[src/sv/mtt_pkg.sv]
package mtt_pkg;

  typedef enum logic [1:0] {
    CMD_SET      = 2'd0,
    CMD_KILL     = 2'd1,
    CMD_KILL_ALL = 2'd2,
    CMD_TICK     = 2'd3
  } cmd_e_t;

  typedef enum logic [1:0] {
    STS_OK        = 2'd0,
    STS_ZERO_REP  = 2'd1,
    STS_FULL      = 2'd2,
    STS_NOT_FOUND = 2'd3
  } sts_code_t;

  localparam logic KIND_STATUS = 1'b0;
  localparam logic KIND_EVENT  = 1'b1;

  localparam logic [31:0] REPEAT_FOREVER  = 32'hFFFF_FFFF;
  localparam logic [15:0] TICK_PERIOD_RST = 16'd25;
  localparam logic [5:0]  DIV_LAST_STEP   = 6'd32;

  typedef struct packed {
    logic [15:0] id;
    logic [31:0] param;
    logic [31:0] period_ticks;
    logic [31:0] repeats_left;
    logic [31:0] ticks_left;
  } entry_t;

  typedef enum logic [3:0] {
    S_IDLE,
    S_DISPATCH,
    S_DIV,
    S_FIND_RD,
    S_FIND_CHK,
    S_SET_WR,
    S_REM_RD,
    S_REM_WR,
    S_TICK_RD,
    S_TICK_CHK
  } state_t;

  // commands from controller to datapath
  typedef struct packed {
    logic      latch;
    logic      div_start;
    logic      div_step;
    logic      ptr_clr;
    logic      ptr_inc;
    logic      sp_load;
    logic      sp_inc;
    logic      rd_sp;
    logic      wr_set;
    logic      wr_tick;
    logic      wr_shift;
    logic      cnt_clr;
    logic      cnt_dec;
    logic      pend_clr;
    logic      pend_load;
    logic      emit_status;
    sts_code_t status;
    logic      emit_pend;
    logic      emit_last;
  } ctl_t;

  // status from datapath to controller
  typedef struct packed {
    cmd_e_t cmd;
    logic   rep_zero;
    logic   div_done;
    logic   at_end;
    logic   full;
    logic   id_match;
    logic   fire;
    logic   fire_remove;
    logic   shift_more;
    logic   pend_valid;
  } dp_sts_t;

endpackage

[src/sv/mtt_ctrl.sv]
module mtt_ctrl (
  input  logic            clk,
  input  logic            rst_n,
  input  logic            start,
  output logic            busy,
  input  mtt_pkg::dp_sts_t sts,
  output mtt_pkg::ctl_t   ctl
);
  import mtt_pkg::*;

  state_t state_r, state_nxt;

  always_ff @(posedge clk) begin
    if (!rst_n) begin
      state_r <= S_IDLE;
    end else begin
      state_r <= state_nxt;
    end
  end

  assign busy = (state_r != S_IDLE);

  always_comb begin
    state_nxt = state_r;
    unique case (state_r)
      S_IDLE: begin
        if (start) state_nxt = S_DISPATCH;
      end
      S_DISPATCH: begin
        unique case (sts.cmd)
          CMD_SET:      state_nxt = sts.rep_zero ? S_IDLE : S_DIV;
          CMD_KILL:     state_nxt = S_FIND_RD;
          CMD_KILL_ALL: state_nxt = S_IDLE;
          CMD_TICK:     state_nxt = S_TICK_RD;
          default:      state_nxt = S_IDLE;
        endcase
      end
      S_DIV: begin
        if (sts.div_done) state_nxt = S_FIND_RD;
      end
      S_FIND_RD: begin
        if (sts.at_end) begin
          state_nxt = (sts.cmd == CMD_SET && !sts.full) ? S_SET_WR : S_IDLE;
        end else begin
          state_nxt = S_FIND_CHK;
        end
      end
      S_FIND_CHK: begin
        if (sts.id_match) begin
          state_nxt = (sts.cmd == CMD_SET) ? S_SET_WR : S_REM_RD;
        end else begin
          state_nxt = S_FIND_RD;
        end
      end
      S_SET_WR: state_nxt = S_IDLE;
      S_REM_RD: begin
        if (sts.shift_more) begin
          state_nxt = S_REM_WR;
        end else begin
          state_nxt = (sts.cmd == CMD_TICK) ? S_TICK_RD : S_IDLE;
        end
      end
      S_REM_WR: state_nxt = S_REM_RD;
      S_TICK_RD: state_nxt = sts.at_end ? S_IDLE : S_TICK_CHK;
      S_TICK_CHK: state_nxt = sts.fire_remove ? S_REM_RD : S_TICK_RD;
      default: state_nxt = S_IDLE;
    endcase
  end

  always_comb begin
    ctl = '0;
    ctl.status = STS_OK;
    unique case (state_r)
      S_IDLE: begin
        ctl.latch = start;
      end
      S_DISPATCH: begin
        unique case (sts.cmd)
          CMD_SET: begin
            if (sts.rep_zero) begin
              ctl.emit_status = 1'b1;
              ctl.status      = STS_ZERO_REP;
            end else begin
              ctl.div_start = 1'b1;
            end
          end
          CMD_KILL: ctl.ptr_clr = 1'b1;
          CMD_KILL_ALL: begin
            ctl.cnt_clr     = 1'b1;
            ctl.emit_status = 1'b1;
          end
          CMD_TICK: begin
            ctl.ptr_clr  = 1'b1;
            ctl.pend_clr = 1'b1;
          end
          default: ;
        endcase
      end
      S_DIV: begin
        ctl.div_step = 1'b1;
        ctl.ptr_clr  = sts.div_done;
      end
      S_FIND_RD: begin
        if (sts.at_end) begin
          if (sts.cmd == CMD_SET) begin
            if (sts.full) begin
              ctl.emit_status = 1'b1;
              ctl.status      = STS_FULL;
            end
          end else begin
            ctl.emit_status = 1'b1;
            ctl.status      = STS_NOT_FOUND;
          end
        end
      end
      S_FIND_CHK: begin
        if (sts.id_match) begin
          ctl.sp_load = (sts.cmd == CMD_KILL);
        end else begin
          ctl.ptr_inc = 1'b1;
        end
      end
      S_SET_WR: begin
        ctl.wr_set      = 1'b1;
        ctl.emit_status = 1'b1;
      end
      S_REM_RD: begin
        ctl.rd_sp = 1'b1;
        if (!sts.shift_more) begin
          ctl.cnt_dec     = 1'b1;
          ctl.emit_status = (sts.cmd == CMD_KILL);
        end
      end
      S_REM_WR: begin
        ctl.wr_shift = 1'b1;
        ctl.sp_inc   = 1'b1;
      end
      S_TICK_RD: begin
        if (sts.at_end && sts.pend_valid) begin
          ctl.emit_pend = 1'b1;
          ctl.emit_last = 1'b1;
        end
      end
      S_TICK_CHK: begin
        if (sts.fire) begin
          ctl.pend_load = 1'b1;
          ctl.emit_pend = sts.pend_valid;
        end
        if (sts.fire_remove) begin
          ctl.sp_load = 1'b1;
        end else begin
          ctl.wr_tick = 1'b1;
          ctl.ptr_inc = 1'b1;
        end
      end
      default: ;
    endcase
  end

endmodule

[src/sv/mtt_dp.sv]
module mtt_dp #(
  parameter int TABLE_DEPTH = 16,
  localparam int CW = $clog2(TABLE_DEPTH + 1),
  localparam int IW = (TABLE_DEPTH > 1) ? $clog2(TABLE_DEPTH) : 1
) (
  input  logic             clk,
  input  logic             rst_n,
  input  logic [1:0]       in_command,
  input  logic [15:0]      in_timer_id,
  input  logic [31:0]      in_elapse_ms,
  input  logic [31:0]      in_repeat_count,
  input  logic [31:0]      in_bind_param,
  input  logic             cfg_we,
  input  logic [15:0]      cfg_tick_period,
  input  mtt_pkg::ctl_t    ctl,
  output mtt_pkg::dp_sts_t sts,
  output logic             out_strobe,
  output logic             out_kind,
  output logic [1:0]       out_status,
  output logic [15:0]      out_fired_id,
  output logic [31:0]      out_fired_param,
  output logic             out_last,
  output logic [CW-1:0]    active_count
);
  import mtt_pkg::*;

  entry_t mem [TABLE_DEPTH];
  entry_t rdata_r;

  cmd_e_t        cmd_r;
  logic [15:0]   id_r;
  logic [31:0]   elapse_r, rep_r, param_r;
  logic [15:0]   tp_r;
  logic [CW-1:0] ptr_r, sp_r, cnt_r;
  logic [32:0]   num_r;
  logic [15:0]   rem_r;
  logic [5:0]    dcnt_r;
  logic          pend_valid_r;
  logic [15:0]   pend_id_r;
  logic [31:0]   pend_param_r;
  logic          out_strobe_r, out_kind_r, out_last_r;
  logic [1:0]    out_status_r;
  logic [15:0]   out_id_r;
  logic [31:0]   out_param_r;

  logic [15:0]   tp_eff;
  logic [16:0]   trial, diff;
  logic          ge;
  logic [31:0]   ticks_val;
  logic [CW-1:0] sp_plus1, raddr;
  logic          we;
  logic [CW-1:0] waddr;
  entry_t        wdata, upd;

  assign tp_eff    = (tp_r == 16'd0) ? 16'd1 : tp_r;
  assign trial     = {rem_r, num_r[32]};
  assign ge        = (trial >= {1'b0, tp_eff});
  assign diff      = trial - {1'b0, tp_eff};
  assign ticks_val = (num_r[31:0] == 32'd0) ? 32'd1 : num_r[31:0];
  assign sp_plus1  = sp_r + CW'(1);
  assign raddr     = ctl.rd_sp ? sp_plus1 : ptr_r;

  // reload or count down the entry just read
  always_comb begin
    upd = rdata_r;
    if (sts.fire) begin
      upd.ticks_left = rdata_r.period_ticks;
      if (rdata_r.repeats_left != REPEAT_FOREVER) begin
        upd.repeats_left = rdata_r.repeats_left - 32'd1;
      end
    end else begin
      upd.ticks_left = rdata_r.ticks_left - 32'd1;
    end
  end

  always_comb begin
    we    = ctl.wr_set | ctl.wr_tick | ctl.wr_shift;
    waddr = ctl.wr_shift ? sp_r : ptr_r;
    if (ctl.wr_set) begin
      wdata = '{id: id_r, param: param_r, period_ticks: ticks_val,
                repeats_left: rep_r, ticks_left: ticks_val};
    end else if (ctl.wr_tick) begin
      wdata = upd;
    end else begin
      wdata = rdata_r;
    end
  end

  always_ff @(posedge clk) begin
    if (we) mem[waddr[IW-1:0]] <= wdata;
    rdata_r <= mem[raddr[IW-1:0]];
  end

  assign sts.cmd         = cmd_r;
  assign sts.rep_zero    = (rep_r == 32'd0);
  assign sts.div_done    = (dcnt_r == DIV_LAST_STEP);
  assign sts.at_end      = (ptr_r == cnt_r);
  assign sts.full        = (cnt_r == CW'(TABLE_DEPTH));
  assign sts.id_match    = (rdata_r.id == id_r);
  assign sts.fire        = (rdata_r.ticks_left <= 32'd1);
  assign sts.fire_remove = sts.fire && (rdata_r.repeats_left != REPEAT_FOREVER) &&
                           (rdata_r.repeats_left <= 32'd1);
  assign sts.shift_more  = (sp_plus1 < cnt_r);
  assign sts.pend_valid  = pend_valid_r;

  // command latch, divider payload, pending event and output registers
  always_ff @(posedge clk) begin
    if (ctl.latch) begin
      cmd_r    <= cmd_e_t'(in_command);
      id_r     <= in_timer_id;
      elapse_r <= in_elapse_ms;
      rep_r    <= in_repeat_count;
      param_r  <= in_bind_param;
    end
    if (ctl.div_start) begin
      num_r <= {1'b0, elapse_r} + {17'd0, tp_eff} - 33'd1;
      rem_r <= 16'd0;
    end else if (ctl.div_step) begin
      num_r <= {num_r[31:0], ge};
      rem_r <= ge ? diff[15:0] : trial[15:0];
    end
    if (ctl.pend_load) begin
      pend_id_r    <= rdata_r.id;
      pend_param_r <= rdata_r.param;
    end
    if (ctl.emit_pend) begin
      out_kind_r   <= KIND_EVENT;
      out_status_r <= STS_OK;
      out_id_r     <= pend_id_r;
      out_param_r  <= pend_param_r;
      out_last_r   <= ctl.emit_last;
    end else begin
      out_kind_r   <= KIND_STATUS;
      out_status_r <= ctl.status;
      out_id_r     <= 16'd0;
      out_param_r  <= 32'd0;
      out_last_r   <= 1'b1;
    end
  end

  always_ff @(posedge clk) begin
    if (!rst_n) begin
      tp_r         <= TICK_PERIOD_RST;
      ptr_r        <= '0;
      sp_r         <= '0;
      cnt_r        <= '0;
      dcnt_r       <= '0;
      pend_valid_r <= 1'b0;
      out_strobe_r <= 1'b0;
    end else begin
      if (cfg_we) tp_r <= cfg_tick_period;
      if (ctl.ptr_clr) begin
        ptr_r <= '0;
      end else if (ctl.ptr_inc) begin
        ptr_r <= ptr_r + CW'(1);
      end
      if (ctl.sp_load) begin
        sp_r <= ptr_r;
      end else if (ctl.sp_inc) begin
        sp_r <= sp_plus1;
      end
      if (ctl.cnt_clr) begin
        cnt_r <= '0;
      end else if (ctl.cnt_dec) begin
        cnt_r <= cnt_r - CW'(1);
      end else if (ctl.wr_set && ptr_r == cnt_r) begin
        cnt_r <= cnt_r + CW'(1);
      end
      if (ctl.div_start) begin
        dcnt_r <= '0;
      end else if (ctl.div_step) begin
        dcnt_r <= dcnt_r + 6'd1;
      end
      if (ctl.pend_clr) begin
        pend_valid_r <= 1'b0;
      end else if (ctl.pend_load) begin
        pend_valid_r <= 1'b1;
      end
      out_strobe_r <= ctl.emit_status | ctl.emit_pend;
    end
  end

  assign out_strobe      = out_strobe_r;
  assign out_kind        = out_kind_r;
  assign out_status      = out_status_r;
  assign out_fired_id    = out_id_r;
  assign out_fired_param = out_param_r;
  assign out_last        = out_last_r;
  assign active_count    = cnt_r;

endmodule

[src/sv/multi_timer_table.sv]
// multi_timer_table: table of software timers driven by commands
// input: a command transfer happens on a clock edge with start high and busy
//   low; in_command selects set, kill, kill all or tick
// config: cfg_tick_period is written on cfg_valid && cfg_ready; cfg_ready is
//   low while a command is in progress
// output: each result sits on the out_ ports for one cycle with out_strobe
//   high; the receiver cannot stall, so every strobe is a transfer
// kill all and a zero-repeat set answer from the dispatch state; set runs a
//   bit-serial divider and then scans the table for its id
// kill scans the table and then compacts it, moving up each entry behind the
//   removed one
// tick visits each active entry and compacts the table for every timer that
//   ends; expiry events come out in table order and the final one carries
//   out_last
// one command at a time: busy stays high until the last result is out
// reset clears the active count and the controller and loads a tick period of
//   25; timer entries need no clearing
module multi_timer_table #(
  parameter int TABLE_DEPTH = 16
) (
  input  logic        clk,
  input  logic        rst_n,
  input  logic        start,
  output logic        busy,
  input  logic [1:0]  in_command,
  input  logic [15:0] in_timer_id,
  input  logic [31:0] in_elapse_ms,
  input  logic [31:0] in_repeat_count,
  input  logic [31:0] in_bind_param,
  output logic        out_strobe,
  output logic        out_kind,
  output logic [1:0]  out_status,
  output logic [15:0] out_fired_id,
  output logic [31:0] out_fired_param,
  output logic        out_last,
  input  logic        cfg_valid,
  output logic        cfg_ready,
  input  logic [15:0] cfg_tick_period
);
  import mtt_pkg::*;

  localparam int CW = $clog2(TABLE_DEPTH + 1);

  ctl_t          ctl;
  dp_sts_t       sts;
  logic [CW-1:0] active_count;

  // config only taken between commands
  assign cfg_ready = ~busy;

  mtt_ctrl u_ctrl (
    .clk   (clk),
    .rst_n (rst_n),
    .start (start),
    .busy  (busy),
    .sts   (sts),
    .ctl   (ctl)
  );

  mtt_dp #(
    .TABLE_DEPTH (TABLE_DEPTH)
  ) u_dp (
    .clk             (clk),
    .rst_n           (rst_n),
    .in_command      (in_command),
    .in_timer_id     (in_timer_id),
    .in_elapse_ms    (in_elapse_ms),
    .in_repeat_count (in_repeat_count),
    .in_bind_param   (in_bind_param),
    .cfg_we          (cfg_valid & cfg_ready),
    .cfg_tick_period (cfg_tick_period),
    .ctl             (ctl),
    .sts             (sts),
    .out_strobe      (out_strobe),
    .out_kind        (out_kind),
    .out_status      (out_status),
    .out_fired_id    (out_fired_id),
    .out_fired_param (out_fired_param),
    .out_last        (out_last),
    .active_count    (active_count)
  );

  // status results are always the only result of their command
  a_status_last: assert property (@(posedge clk) disable iff (!rst_n)
    out_strobe && out_kind == KIND_STATUS |-> out_last)
    else $error("status result without last");

  a_event_ok: assert property (@(posedge clk) disable iff (!rst_n)
    out_strobe && out_kind == KIND_EVENT |-> out_status == STS_OK)
    else $error("expiry event with nonzero status");

  a_cnt_range: assert property (@(posedge clk) disable iff (!rst_n)
    active_count <= CW'(TABLE_DEPTH))
    else $error("active count beyond table depth");

  a_busy_after_start: assert property (@(posedge clk) disable iff (!rst_n)
    start && !busy |=> busy)
    else $error("command transfer not followed by busy");

endmodule

[config.mk]
export PLATFORM = sky130hd
export DESIGN_NAME = multi_timer_table
export DESIGN_NICKNAME = d
export VERILOG_FILES = /design/src/sv/mtt_pkg.sv /design/src/sv/mtt_ctrl.sv /design/src/sv/mtt_dp.sv /design/src/sv/multi_timer_table.sv
export SDC_FILE = /design/constraint.sdc
export NUM_CORES = 2
export LEC_CHECK = 0
export BUFFER_PORTS_ARGS = -buffer_cell sky130_fd_sc_hd__buf_2
export CORE_MARGIN = 2
export CORE_UTILIZATION = 44
export DETAILED_ROUTE_END_ITERATION = 6
export GPL_ROUTABILITY_DRIVEN = 0
export GPL_TIMING_DRIVEN = 0
export PLACE_DENSITY_LB_ADDON = 0.15
export SLEW_MARGIN = 25
export SYNTH_ARGS = -nofsm -noshare
export SYNTH_HDL_FRONTEND = slang
export SYNTH_HIERARCHICAL = 1
export SYNTH_SLANG_ARGS = --single-unit
[constraint.sdc]
create_clock -name clk -period 25.7 [get_ports clk]
set_clock_uncertainty 0.1 [all_clocks]
set_input_delay 1.285 -clock clk [delete_from_list [all_inputs] [get_ports clk]]
set_output_delay 1.285 -clock clk [all_outputs]
set_load 0.05 [all_outputs]
==> impl_results.md <==
* Status: finished, final reports clean
* Slew of the pin with the lowest slew margin at 1.08 ns
* Via count at 56319
* Post-Route Setup TNS at 0 ns
* Mapped Cells at 5642
* Final instance area at 127000 µm²
* Nets at 6577
* FFs w/ async S/R, synth at 0%
* DIE WIDTH at 499 µm
* ANT nets after route at 0
* Global route total overflow at 0
* CP required at 26.16 ns
* Post-Layout Cell Count at 9802
* Post-synth EDFFs at 2499
* Part of the power in registers at 51.3%
* Cell internal pwr at 7.59 mW
* Longest Clk Path Bufs at 4
* Die area at 249000 µm²
* Detailed-route vias per instance at 5.75
* Worst-Skew Late Latency at 0.94 ns
* Final setup margin at 17.94 ns
* Vias in the first global route at 57236
* Die height at 499 µm
* Mapped Nets at 5858
* Data arrival, critical path at 8.22 ns
* Clock Pin Slew Worst Setup and Hold Paths at 0.06 ns
* Fill cells at 19497
* Most used DFF post-synth: edfxtp_1
* Final Power at 9.63 mW
* Net Sw Frac at 21.2%
* Crit Path Max Fanout at 16
* CTS tree: built
* Post-CTS setup buffers at 0
* Clock net sink count at 2754
* Detailed Place HPWL at 188000 µm
* Placed Cells incl. Taps at 9254
* Core area at 243000 µm²
* MaxCap Viol Count at 0
* Cell Pwr Density at 75.7 nW/µm²
* Drt wl/cell at 28.3 µm
* Syn avg cell area at 19.1 µm²
* Post-Syn Area at 108000 µm²
* Initial core utilization at 44.3%
* Largest net degree at the start of global routing at 40
* First-pass GRT wire length at 401000 µm
* Peak VDD IR at 0.0768 mV
* Root buffer cell: clkbuf_16
* Crit Path Class: flop to flop
* Total wire length at 278000 µm
* Area grow syn2layout at 18.2%
* Slew headroom at 28.1%
* Hold-fix buffers, CTS at 0
* Count of cell types in the netlist at 78
* Period minus WS final at 7.76 ns
* Final hold violations at 0
* Fin. max-slew vios at 0
* Num CTS Buffers at 305
* Initial antenna violation count at 13
* Resized cells post-CTS at 0
* RSZ-0062 raised after global routing: no
* Sequential area share after synthesis at 74.5%
* Ys Warns at 6
* Hold Path Class: flop to flop
* Combinational share of power at 5.2%
* Placed inst area at 118000 µm²
* DR DRC count at 0
* Fin crit share at 30.2%
* DRT Pass-1 Iters at 6
* Gr usage total at 22.2%
* Clock power frac at 43.5%
* Setup WS pre-CTS at 18.22 ns
* H-tree depth at 5
* Layout cells sized above 1 at 25.2%
* Critical path endpoint category: flop
* Peak Freq at 0.129 GHz
* Setup slack, reg-to-reg at 17.94 ns
* Drt initial violations at 5690
* Leakage dissipation at 42.2 nW
* Setup violators final at 0
* IO buf count at 188
* CP Launch Type: flop
* IO Pins at 189
* Num rows at 181
* Number of synthesized register bits at 2754
* P_sw at 2.04 mW
==> logic make-up (layout without fill, tap and decap cells) <==
family / Yosys count / count (layout) / share of synthesized area [%]
other: 0 / 8 / 0
buffers and inverters: 444 / 1394 / 1.60
and+or+nand+nor: 740 / 740 / 3.65
xor gates and xnor gates: 113 / 113 / 0.919
DFF: 2754 / 2754 / 74.5
adders and majority gates: 82 / 82 / 0.974
AOI/OAI and AO/OA: 681 / 681 / 3.92
muxes: 828 / 828 / 14.5
==> critical path: stages (launching register included) <==
cell,delay (ns)
dfxtp_1,0.46
nor4_1,0.66
nor3b_1,0.46
and4_1,0.50
nand2_1,0.49
or4_1,0.66
nor3_2,0.55
inv_1,0.21
and3_1,0.25
clkbuf_1,0.25
nand4_1,0.43
a21oi_1,0.15
nand4b_1,0.39
clkbuf_1,0.61
nor2_1,0.20
nand2_1,0.13
xor2_1,0.08
o21ai_1,0.81
==> Yosys cell counts, types with 7 or more instances <==
| library cell | n | area share, % |
|---|---|---|
| nor3_1 | 42 | 0.20 |
| dfxtp_1 | 255 | 4.7 |
| clkbuf_1 | 176 | 0.61 |
| xor2_1 | 36 | 0.29 |
| a21oi_1 | 225 | 1.0 |
| nor3_2 | 7 | 0.065 |
| o21ai_1 | 10 | 0.046 |
| a22oi_1 | 11 | 0.077 |
| nand3_1 | 19 | 0.088 |
| o21bai_1 | 10 | 0.070 |
| nor2b_1 | 170 | 0.99 |
| buf_1 | 93 | 0.32 |
| xnor2_1 | 77 | 0.63 |
| mux4_2 | 576 | 12 |
| and2_1 | 59 | 0.34 |
| edfxtp_1 | 2499 | 70 |
| o31ai_1 | 12 | 0.084 |
| a31oi_1 | 18 | 0.10 |
| o22ai_1 | 12 | 0.070 |
| inv_1 | 150 | 0.52 |
| o211ai_1 | 10 | 0.070 |
| nand2_1 | 160 | 0.56 |
| nand4_1 | 39 | 0.23 |
| mux2i_1 | 181 | 1.7 |
| nor4_1 | 38 | 0.22 |
| nor3b_1 | 8 | 0.056 |
| a211oi_1 | 160 | 1.1 |
| or3_1 | 14 | 0.081 |
| mux2_2 | 71 | 0.74 |
| a21o_1 | 20 | 0.14 |
| buf_2 | 17 | 0.079 |
| o21a_1 | 9 | 0.063 |
| ha_1 | 79 | 0.92 |
| o21ai_0 | 136 | 0.63 |
| nand2b_1 | 18 | 0.10 |
| and3_1 | 9 | 0.052 |
| nor2_1 | 126 | 0.44 |
==> area by class of cell <==
cell class | instances | area [µm²] | area share (%)
antenna | 8 | 20.0 | 0.0157
buffer | 292 | 1230 | 0.967
clock buffer | 406 | 8400 | 6.60
clock inverter | 132 | 1150 | 0.902
inverter | 152 | 571 | 0.448
multi-input combinational | 2444 | 26200 | 20.6
sequential | 2754 | 80100 | 63.0
tap | 3202 | 4010 | 3.15
timing repair buffer | 412 | 5550 | 4.36
==> state kept, by name (all words and copies together) (netlist names), 2 cells and up <==
register / cells
u_dp/out_fired_id: 16
u_dp/param_r: 32
u_dp/rdata_r: 144
u_dp/pend_id_r: 16
u_dp/cmd_r: 2
u_dp/ptr_r: 5
u_dp/dcnt_r: 6
u_dp/rep_r: 32
u_dp/out_status: 2
u_dp/pend_param_r: 32
u_dp/mem: 2304
u_dp/elapse_r: 32
u_dp/rem_r: 16
u_ctrl/state_r: 4
u_dp/out_fired_param: 32
u_dp/tp_r: 16
u_dp/active_count: 5
u_dp/num_r: 33
u_dp/id_r: 16
u_dp/sp_r: 5
==> layer usage <==
metal  vias up  track usage, %  share of wire [%]
met3       442            3.81                6.5
li1      24238               -                  -
met5         -               0              0.012
met4         6            6.75                2.9
met2      1978            35.1                 47
met1     29655            31.6                 43
==> layout by cell type (no fill, tap or decap), drive strengths merged, types with 77 or more instances in the layout <==
cell,count
a21oi,226
nor2,129
nand2,160
mux2i,181
buf,501
edfxtp,2499
nor2b,170
inv,156
mux4,576
a211oi,160
xnor2,77
clkbuf,609
ha,79
clkinv,99
dfxtp,255
o21ai,146
==> per-stage QoR <==
step / utilization [%] / hold WS (ns)
2_1_floorplan: - / 0.304
3_3_place_gp: 46.3 / 0.314
3_5_place_dp: 48.3 / 0.315
4_1_cts: 52.3 / 0.316
5_1_grt: 52.3 / 0.339
6_report: 52.3 / 0.324
==> final timing paths <==
check,from,to,cells after the start
max reg2reg,u_dp/rdata_r[2],u_dp/mem[6][61],17
max,u_dp/rdata_r[2],u_dp/mem[6][61],17
min reg2reg,u_dp/rdata_r[108],u_dp/pend_param_r[12],0
min,u_dp/rdata_r[108],u_dp/pend_param_r[12],0
==> power by group through the flow <==
stage	Combinational (mW)	Sequential, mW	Clock, mW
3_3_place_gp	0.481	5.05	0
6_report	0.497	4.95	4.19
4_1_cts	0.499	4.94	4.28
3_5_place_dp	0.495	5.04	0
5_1_grt	0.551	4.95	4.44
2_1_floorplan	0.363	5.02	0
(Power assumes the default switching activity.)
